$ cat config.mk
export PLATFORM = sky130hd
export DESIGN_NAME = dtt_cell
export DESIGN_NICKNAME = d
export VERILOG_FILES = /design/src/dtt_pkg.sv /design/src/dtt_cell.sv
export SDC_FILE = /design/constraint.sdc
export NUM_CORES = 1
export LEC_CHECK = 0
export ABC_AREA = 1
export BUFFER_PORTS_ARGS = -buffer_cell sky130_fd_sc_hd__clkbuf_2
export CELL_PAD_IN_SITES_DETAIL_PLACEMENT = 0
export CELL_PAD_IN_SITES_GLOBAL_PLACEMENT = 1
export CORE_UTILIZATION = 42
export CTS_CLUSTER_DIAMETER = 150
export CTS_CLUSTER_SIZE = 24
export DETAILED_ROUTE_END_ITERATION = 8
export HOLD_SLACK_MARGIN = 0.03
export PLACE_DENSITY = 0.87
export SLEW_MARGIN = 20
export SYNTH_ARGS = -nofsm -noshare
export SYNTH_HDL_FRONTEND = slang
export SYNTH_SLANG_ARGS = --single-unit
$ cat constraint.sdc
create_clock -name clk -period 6.8 [get_ports clk]
set_clock_uncertainty 0.15 [all_clocks]
set_input_delay 0.34 -clock clk [delete_from_list [all_inputs] [get_ports clk]]
set_output_delay 0.34 -clock clk [all_outputs]
set_load 0.02 [all_outputs]
$ cat src/dtt_pkg.sv
package dtt_pkg;

  // slot numbers are carried at this width in the command and the search token; the ports carry them in 4 bits
  localparam int unsigned SLOT_W      = 6;
  localparam int unsigned MAX_EXPIRE  = 16;
  localparam logic [31:0] WINDOW_RST  = 32'd3600000;

  typedef enum logic [2:0] {
    OP_ADD     = 3'd0,
    OP_CANCEL  = 3'd1,
    OP_REFRESH = 3'd2,
    OP_RESET   = 3'd3,
    OP_WAIT    = 3'd4,
    OP_COLLECT = 3'd5,
    OP_ANY     = 3'd6
  } op_t;

  typedef enum logic [2:0] {
    CMD_NONE,
    CMD_ADD,
    CMD_CANCEL,
    CMD_REFRESH,
    CMD_RESET,
    CMD_PICK,
    CMD_CLRPICK
  } cmd_code_t;

  typedef enum logic [2:0] {
    S_IDLE,
    S_DECODE,
    S_SCAN,
    S_EVAL,
    S_OUT
  } state_t;

  typedef struct packed {
    cmd_code_t         code;
    logic [SLOT_W-1:0] id;
    logic [63:0]       val;
    logic              rep;
    logic              fnow;
    logic [63:0]       now;
  } cmd_t;

  typedef struct packed {
    logic              found;
    logic [63:0]       deadline;
    logic [SLOT_W-1:0] id;
  } token_t;

endpackage

$ cat src/dtt_cell.sv
module dtt_cell #(
  parameter int unsigned CELL_ID = 0
) (
  input  logic            clk,
  input  logic            rst_n,
  input  dtt_pkg::cmd_t   cmd_i,
  input  logic            due_only_i,
  input  logic            roll_i,
  input  dtt_pkg::token_t tok_i,
  output dtt_pkg::token_t tok_o,
  output logic            active_o,
  output logic [63:0]     period_o
);
  import dtt_pkg::*;

  logic [63:0] deadline_r, deadline_nxt;
  logic [63:0] period_r, period_nxt;
  logic        rearm_r, rearm_nxt;
  logic        active_r, active_nxt;
  logic        picked_r, picked_nxt;
  token_t      tok_r, tok_nxt;
  logic        hit, cand, take;
  logic [63:0] start;

  assign hit   = (cmd_i.id == SLOT_W'(CELL_ID));
  assign start = cmd_i.fnow ? cmd_i.now : (deadline_r - period_r);

  always_comb begin
    deadline_nxt = deadline_r;
    period_nxt   = period_r;
    rearm_nxt    = rearm_r;
    active_nxt   = active_r;
    picked_nxt   = picked_r;
    case (cmd_i.code)
      CMD_ADD: if (hit) begin
        deadline_nxt = cmd_i.now + cmd_i.val;
        period_nxt   = cmd_i.val;
        rearm_nxt    = cmd_i.rep;
        active_nxt   = 1'b1;
      end
      CMD_CANCEL: if (hit) begin
        active_nxt = 1'b0;
      end
      CMD_REFRESH: if (hit) begin
        deadline_nxt = cmd_i.now + period_r;
      end
      CMD_RESET: if (hit) begin
        period_nxt   = cmd_i.val;
        deadline_nxt = start + cmd_i.val;
      end
      CMD_PICK: if (hit) begin
        picked_nxt = 1'b1;
        if (rearm_r) begin
          deadline_nxt = cmd_i.now + period_r;
        end else begin
          active_nxt = 1'b0;
        end
      end
      CMD_CLRPICK: picked_nxt = 1'b0;
      default: ;
    endcase
  end

  // compare this slot with the best one handed in from the lower slots
  always_comb begin
    cand = active_r &&
           (!due_only_i || (!picked_r && (roll_i || deadline_r <= cmd_i.now)));
    take = cand && (!tok_i.found || deadline_r < tok_i.deadline);
    if (take) begin
      tok_nxt.found    = 1'b1;
      tok_nxt.deadline = deadline_r;
      tok_nxt.id       = SLOT_W'(CELL_ID);
    end else begin
      tok_nxt = tok_i;
    end
  end

  always_ff @(posedge clk) begin
    if (!rst_n) begin
      active_r <= 1'b0;
      picked_r <= 1'b0;
      tok_r    <= '0;
    end else begin
      active_r <= active_nxt;
      picked_r <= picked_nxt;
      tok_r    <= tok_nxt;
    end
  end

  always_ff @(posedge clk) begin
    deadline_r <= deadline_nxt;
    period_r   <= period_nxt;
    rearm_r    <= rearm_nxt;
  end

  assign tok_o    = tok_r;
  assign active_o = active_r;
  assign period_o = period_r;

endmodule

After elaboration in Yosys (flattened, before gate mapping)
Cells that the tools add are included.
- register bits after elaboration: 202
- bits in latches: 0
- RAM bits: 0
- memory bits (read-only): 0
- bits of input ports: 214
- logic and storage cells: 62
- memories kept: 0
- $add $sub $neg: 4
- multipliers: 0
- divide/modulo/power cells: 0
- $lt $le $gt $ge: 2
- equal/unequal tests: 13
- shift operators: 0
- muxes and demuxes: 14
- bitwise operators: 1
- reductions and logical operators: 20
- operators with widths (operator ; number):
    $mux 64 ; 6
    $pmux 64 s4 ; 1
    $add 64x64->64 ; 3
    $mux 71 ; 1
    $le 64x64->1 ; 1
    $lt 64x64->1 ; 1
    $sub 64x64->64 ; 1
    $ne 2x2->1 const B ; 7
    $eq 3x3->1 const B ; 3
    $eq 3x2->1 const B ; 2
    $logic_not 6->1 ; 1
    $reduce_and 2->1 ; 3
    $reduce_and 6->1 ; 1
    $reduce_and 5->1 ; 1
    $mux 1 ; 4
    $reduce_bool 4->1 ; 1
    $reduce_or 2->1 ; 2
    $eq 3x1->1 const B ; 1
    $logic_and 1x1->1 ; 3
    $logic_not 1->1 ; 3
    $logic_or 1x1->1 ; 3
    $pmux 1 s3 ; 1
    $reduce_bool 3->1 ; 1
    $pmux 1 s2 ; 1
    other kinds (2) ; 2

Logic depth before layout (Yosys ltp)
Gate-level depths: netlist (run 1).
- depth after elaboration: 7
- mapped depth: 31
- mapped depth without buffers: 31

Least setup slack after synthesis (run 1)
No wires, ideal clock.
- kind: input-to-reg
- from: input port cmd_i[138] (netlist name)
- to: register period_r[0] (netlist: period_o[0]) (enable)
- setup time: 507 ps
- arrival: 4416 ps
- data required time: 6143 ps
- path slack: 1726 ps
- stages on the path: 8
- path through: inv_1 -> nor2_1 -> inv_1 -> nor2_1 -> inv_2 -> clkbuf_1 -> buf_2 -> a21oi_1
- word-level cells in the longest chain between the ends: 3
- elaborated cells between the ends (all ways): 4
- ends and longest elaborated chain (element ; line ; text):
    from (decl) ; dtt_cell.sv:6 ; input dtt_pkg::cmd_t cmd_i,
    $eq 3x3->1 / $eq 3x1->1 (equally long branches) ; dtt_cell.sv:34 ; case (cmd_i.code)
    $reduce_or 2->1 (no source line) (*) ; n/a ;
    $reduce_and 2->1 (no source line) (*) ; n/a ;
    to (signal assigned) ; dtt_cell.sv:92 ; period_r <= period_nxt;
    to (decl) ; dtt_cell.sv:17 ; logic [63:0] period_r, period_nxt;
Every way passes the cells marked *; elsewhere a longest branch is shown, timed or not.
A chain may end at the register's enable or synchronous reset.

Final worst setup path (run 1)
- from: register deadline_r[30]
- to: register deadline_r[61] (data pin)
- word-level cells in the longest chain between the ends: 5
- ends and longest elaborated chain (element ; line ; text):
    from (decl) ; dtt_cell.sv:16 ; logic [63:0] deadline_r, deadline_nxt;
    from (signal assigned) ; dtt_cell.sv:91 ; deadline_r <= deadline_nxt;
    $sub 64x64->64 ; dtt_cell.sv:26 ; assign start = cmd_i.fnow ? cmd_i.now : (deadline_r - period_r);
    $mux 64 ; dtt_cell.sv:26 ;
    $add 64x64->64 ; dtt_cell.sv:49 ; deadline_nxt = start + cmd_i.val;
    $mux 64 ; dtt_cell.sv:47 ; CMD_RESET: if (hit) begin
    $pmux 64 s4 ; dtt_cell.sv:34 ;
    net deadline_nxt[61] ; dtt_cell.sv:16 ;
The timed path passes the listed nets, and every way through them passes these cells. The select of a mux whose other input is x is not followed.

==> results.yml, run 1 <==
synth:
  netlist_area_mm2: 0.0257
  synth-seq-area-share_pct: 20.7
  mappedNetlistNets: 4703
  synth_seq_cells: 202
  synth.yosys.warnings: 0
  synthDominantAreaCellType: "ha_1"
  syn_inst: 4163
  synth_top_area_share_pct: 15.7
  synthFlopType: "edfxtp_1"
  synth.top_cells.by_area: "ha_1 (16%), edfxtp_1 (15%), nand2_1 (13%)"
  synth.avg_cell_area_um2: 6.18
  post_synth_num_cell_types: 52
  synth_enable_flop_cells: 129
  synth-async-reset-ratio_pct: 0
pwr:
  vdd.ir_drop.worst_v: 0.000116
  p_int_mw: 2.27
  leakagePower_nw: 15.5
  power_switching_share_pct: 42.6
  combinationalPowerShare_pct: 43.9
  clockPowerShare_pct: 21.6
  switchingPower_mw: 1.68
  areal_power_density_over_the_cells_mw_per_mm2: 132
  share_seq_of_total_power_pct: 34.5
clock_tree:
  worstSkewPairLatency_ps: 550
  clockBufferDepth: 3
  post_cts_resized: 0
  cts_root_buf: "clkbuf_16"
  clk_pin_slew_ps: 120
  cts-htree-levels: 1
  cts_tree: "built"
  cts-buffers-inserted: 12
  cts_sink_count: 202
layout:
  area_delta_synth_final_pct: 16.2
  num-fill-cells: 6418
  layout_commonest_cell: "nand2_1"
  layout.cells.most_common_list: "nand2_1 (882), inv_1 (793), nor2_1 (532), a21oi_1 (438), clkbuf_2 (349)"
  drive_above_1_share_pct: 9.34
  number_of_nets_in_the_finished_design: 5138
  layout.cell_area.non_filler_mm2: 0.0299
global_routing:
  grt_start_max_net_pins: 70
  groute.usage.overall_pct: 36.4
  grt_overflow_total: 0
  grt_antenna_before_repair: 2
  wire_length_of_the_first_global_routing_pass_um: 169000
  first_global_vias: 27157
worst_setup_path:
  cp-end-kind: "register"
  worstSetupPathType: "reg -> reg"
  arrival_ps: 6530
  path_max_fanout: 5
  crit_required_ps: 6960
  worst-r2r-cell-count: 24
  startpoint_type: "register"
routing:
  dr_total_vias: 29807
  drt-vias-per-instance: 5.53
  antenna_left: 0
  detail_route.iter0.violations: 3382
  route.detailed.drc: 0
  drt_first_pass_iters: 7
  detailed_route_wire_length_um: 117000
  post_drt_wl_per_cell_um: 21.7
timing:
  least_margin_pin_slew_ps: 1120
  rsz0062_at_grt: "no"
  setup_total_negative_slack_ps: 0
  finalSetupViolCount: 0
  post-route-min-period_ps: 6370
  max-slew-margin-rel_pct: 25.4
  finalMaxSlewViolations: 0
  final.period_utilization_pct: 93.7
  maxClockFrequency_mhz: 157
  hold_viol: 0
hold_path:
  hold_path.class: "in -> reg"
  hold_path_depth: 5
run_status:
  status: "complete, no violations"
die:
  die_height_um: 249
  start_util_pct: 42.5
  placeableCoreArea_mm2: 0.0605
  die-width_um: 249
  ioPinCount: 350
  row_count: 90
  die-area_mm2: 0.0622
placement:
  place_congestion: 1.07
  post_dp_cell_area_mm2: 0.0282
  post-dp-hpwl_um: 98000
  io_buffer_count: 349
flow_run:
  max_cap_viol_count: 0
stage by stage:
stage	power (mW)	instances	hold WS [ps]	util [%]	worst slack [ps]
after CTS	3.90	5384	31.0	49.4	798
after floorplan	2.41	4163	289	-	1730
final	3.96	5387	37.6	49.4	428
after global routing	4.16	5387	35.6	49.4	388
after detailed placement	3.00	5239	378	46.7	811
after global placement	3.00	5239	372	46.7	830
layout make-up:
type	count	area, µm²	share of cell area [%]
multi-input cells	3091	17100	57.1
repair buffers	495	3160	10.6
well taps	782	978	3.27
flip-flops and latches	202	5340	17.9
clock buffers	17	340	1.14
inverters	796	2990	10.0
diodes	1	2.50	0.00838
clock inverters	3	18.8	0.0628
worst max-delay path, stage by stage (launching register included):
cell      delay [ps]
edfxtp_1         600
ha_1             460
nand2_1          130
nor2_1           270
nand2_1          120
nor3_1           490
nand3_1          170
nand3_1          350
nand2_1          100
inv_1             60
o21ai_0          150
o21ai_0          320
inv_1            130
ha_1             390
nand2_1           90
nor2_1           100
inv_1            120
nor4_1           760
nand3_1          370
nand3_1          340
nand2_1          100
nand3_1          100
a21oi_1           60
o21ai_0          120
nand2_1           70
sequential cells by signal, summed over array words and instances, names as in the netlist:
register    cells
period_o       64
picked_r        1
deadline_r     64
active_o        1
tok_o          71
rearm_r         1
final timing paths:
path	end	slack (ps)	start
max	deadline_r[61]	430	deadline_r[30]
min	tok_o[10]	40	tok_i[10]
max reg2reg	deadline_r[61]	430	deadline_r[30]
min reg2reg	picked_r	390	picked_r
cell families (layout without fill, tap and decap cells):
group | Yosys count | count (layout) | synth area share (%)
adder cells (fa/ha/maj) | 326 | 326 | 15.9
XOR/XNOR | 58 | 58 | 1.98
other | 0 | 1 | 0
AND/OR/NAND/NOR | 1764 | 1764 | 28.2
AO/OA/AOI/OAI | 942 | 942 | 20.0
flip-flops | 202 | 202 | 20.7
buffers and inverters | 870 | 1311 | 13.1
multiplexers | 1 | 1 | 0.0438
power by group through the flow:
stage	Combinational (mW)	Sequential, mW	Clock (mW)
2_1_floorplan	0.993	1.42	0
3_3_place_gp	1.61	1.39	0
3_5_place_dp	1.61	1.39	0
4_1_cts	1.67	1.36	0.865
5_1_grt	1.89	1.37	0.902
6_report	1.74	1.36	0.855
layer usage:
metal  up-vias  track usage, %  wire length (µm)
li1      14510               -                 -
met1     13573            54.5             53000
met2      1575            52.0             46200
met3       149            7.46             14400
met4         0            9.81              3540
met5         -               0                 0
cell usage after synthesis, drive strengths merged (2+ instances only):
library cell,instances
xnor2,13
and2,3
o21bai,43
a21boi,18
edfxtp,129
fa,3
buf,36
dfxtp,73
a21o,28
o311ai,2
nand3,172
a221oi,3
nand3b,4
clkbuf,38
nor4,17
inv,795
xor2,45
or2,24
a31o,2
a211oi,3
o21a,13
nand2,884
o21ai,328
nand4,77
o2111ai,4
o22ai,6
ha,323
a31oi,36
nor2,533
and3,14
o211ai,7
a21oi,446
nor3,35
repair_timing:
item	in CTS	in global routing
endpoints found under the hold margin	125	2
buffers inserted	0	0
hold buffers	125	2
(Power assumes the default switching activity.)
==> run 2: changes to the inputs <==
--- a/config.mk
+++ b/config.mk
@@ -7,7 +7,7 @@
 export LEC_CHECK = 0
 export ABC_AREA = 1
 export BUFFER_PORTS_ARGS = -buffer_cell sky130_fd_sc_hd__clkbuf_2
-export CELL_PAD_IN_SITES_DETAIL_PLACEMENT = 0
+export CELL_PAD_IN_SITES_DETAIL_PLACEMENT = 1
 export CELL_PAD_IN_SITES_GLOBAL_PLACEMENT = 1
 export CORE_UTILIZATION = 42
 export CTS_CLUSTER_DIAMETER = 150
==> run 2 against run 1 <==
Compared with the run above: clock power is 12% higher; largest power group unchanged; first-iteration DRC count is 12% lower; highest routed layer is now met5; critical path type unchanged; core utilization is 0.28 points higher; critical path depth stayed put; total power is 4.7% higher; die area stayed put; flip-flop and latch count stayed put.
==> results.yml, run 2 (same netlist as run 1, synthesis figures left out) <==
run_status:
  status: "complete, no violations"
placement:
  place_congestion: 1.07
  post-dp-hpwl_um: 106000
  post-place-cells: 5239
  io_buffer_count: 349
  dp_worst_setup_slack_ps: 838
die:
  die-width_um: 249
  start_util_pct: 42.5
  die-area_mm2: 0.0622
  row_count: 90
  ioPinCount: 350
  placeableCoreArea_mm2: 0.0605
  die_height_um: 249
global_routing:
  grt_antenna_before_repair: 13
  first_global_vias: 31455
  wire_length_of_the_first_global_routing_pass_um: 193000
  grt_overflow_total: 0
  grt_start_max_net_pins: 70
  groute.usage.overall_pct: 41.2
worst_setup_path:
  worst-r2r-cell-count: 24
  startpoint_type: "register"
  worstSetupPathType: "reg -> reg"
  cp-end-kind: "register"
  timing.critical_path.depth: 24
  reg2reg_to: "deadline_r[61]"
  cpLargestDelayFamily: "simple AND/OR/NAND/NOR gates"
  setup_slack_reg_to_reg_ps: 610
  worst_path_largest_cell_delay_ps: 670
  worst-path-buf-inv: 3
  cp_slowest_cell: "nor4_1"
  path_cells: "ha_1 > nand2_1 > nor2_1 > nand2_1 > nor3_1 > nand3_1 > nand3_1 > nand2_1 > inv_1 > o21ai_0 > o21ai_0 > inv_1 > ha_1 > nand2_1 > nor2_1 > inv_1 > nor4_1 > nand3_1 > nand3_1 > nand2_1 > nand3_1 > a21oi_1 > o21ai_0 > nand2_1"
  path_max_fanout: 5
  arrival_ps: 6370
  launch_point_of_the_worst_path: "deadline_r[30]"
  path_common_cell: "nand2_1"
  crit_required_ps: 6970
  timing.critical_path.to: "deadline_r[61]"
  critical_r2r_launch: "deadline_r[30]"
timing:
  rsz0062_at_grt: "no"
  maxClockFrequency_mhz: 161
  hold_viol: 0
  final.period_utilization_pct: 91.1
  setup_total_negative_slack_ps: 0
  max-slew-margin-rel_pct: 25.5
  post-route-min-period_ps: 6190
  postLayoutSetupSlackWorst_ps: 606
  finalMaxSlewViolations: 0
  finalSetupViolCount: 0
  least_margin_pin_slew_ps: 1120
pwr:
  power_switching_share_pct: 44.1
  vdd.ir_drop.worst_v: 0.000136
  switchingPower_mw: 1.82
  clockPowerShare_pct: 23.1
  areal_power_density_over_the_cells_mw_per_mm2: 138
  combinationalPowerShare_pct: 43.9
  share_seq_of_total_power_pct: 33.0
  p_int_mw: 2.32
  leakagePower_nw: 15.6
routing:
  detailed_route_wire_length_um: 132000
  drt-vias-per-instance: 5.84
  post_drt_wl_per_cell_um: 24.4
  route.detailed.drc: 0
  antenna_left: 0
  drt_first_pass_iters: 6
  dr_total_vias: 31609
  detail_route.iter0.violations: 2972
clock_tree:
  post-cts-setup-buffers: 0
  worstSkewPairLatency_ps: 570
  cts_tree: "built"
  clockBufferDepth: 3
  clk_pin_slew_ps: 110
  cts-buffers-inserted: 13
  cts_root_buf: "clkbuf_16"
  post_cts_resized: 0
  cts-htree-levels: 1
  cts_sink_count: 202
layout:
  multiInputGateArea_mm2: 0.0171
  layout.cells.most_common_list: "nand2_1 (882), inv_1 (793), nor2_1 (532), a21oi_1 (438), clkbuf_2 (349)"
  num-fill-cells: 8423
  largest_reg_flops: 71
  layout_commonest_cell: "nand2_1"
  number_of_nets_in_the_finished_design: 5148
  drive_above_1_share_pct: 9.36
  seq_area_mm2: 0.00534
  area_delta_synth_final_pct: 16.8
  post_layout_nonfiller_instances: 5408
hold_path:
  hold_path.class: "in -> reg"
flow_run:
  max_cap_viol_count: 0
run 2: how the worst min path moves through the flow:
stage,depth (start not counted),endpoint,slack [ps],from
global placement,2,picked_r,370,picked_r
CTS,1,period_o[48],30,cmd_i[114]
finish,5,tok_o[25],60,tok_i[25]
detailed placement,2,picked_r,380,picked_r
global route,5,tok_o[17],80,tok_i[17]
floorplan,0,period_o[0],290,cmd_i[66]
run 2: area by class of cell:
class                           count  area share (%)
Tap cell                          782            3.26
Multi-Input combinational cell   3091            56.8
Clock buffer                       18            1.22
Antenna cell                       11          0.0916
Inverter                          796            9.95
Sequential cell                   202            17.8
Clock inverter                      4           0.154
Timing Repair Buffer              504            10.8
run 2: tightest hold or removal path, stage by stage:
cell and delay [ps]:
clkbuf_2 70, inv_1 70, nand2_1 80, inv_1 40
nor2_1 80
run 2: per-stage QoR:
step	utilization [%]	hold slack (ps)	cell area [µm²]	total power [mW]
global route	49.7	77.1	30000	4.30
CTS	49.6	31.4	30000	4.04
finish	49.7	55.5	30000	4.14
global placement	46.7	372	28200	3.00
floorplan	-	289	25700	2.41
detailed placement	46.7	385	28200	3.04
run 2: timing repair:
action / CTS / global route
setup endpoints to repair: 0 / 0
hold endpoints to repair: 134 / 1
hold buffers: 135 / 1
run 2: power groups by stage:
stage	clock [mW]	sequential, mW	combinational [mW]
global placement	0	1.39	1.61
floorplan	0	1.42	0.993
detailed placement	0	1.39	1.65
finish	0.958	1.37	1.82
global route	0.989	1.37	1.95
CTS	0.954	1.36	1.72
run 2: routing by layer:
metal / global-route usage, % / vias up / part of all wire, %
met1: 57.3 / 15203 / 43
met4: 15.8 / 6 / 4.1
met5: 0 / - / 0.031
met3: 8.92 / 287 / 11
li1: - / 14524 / -
met2: 61.8 / 1589 / 42
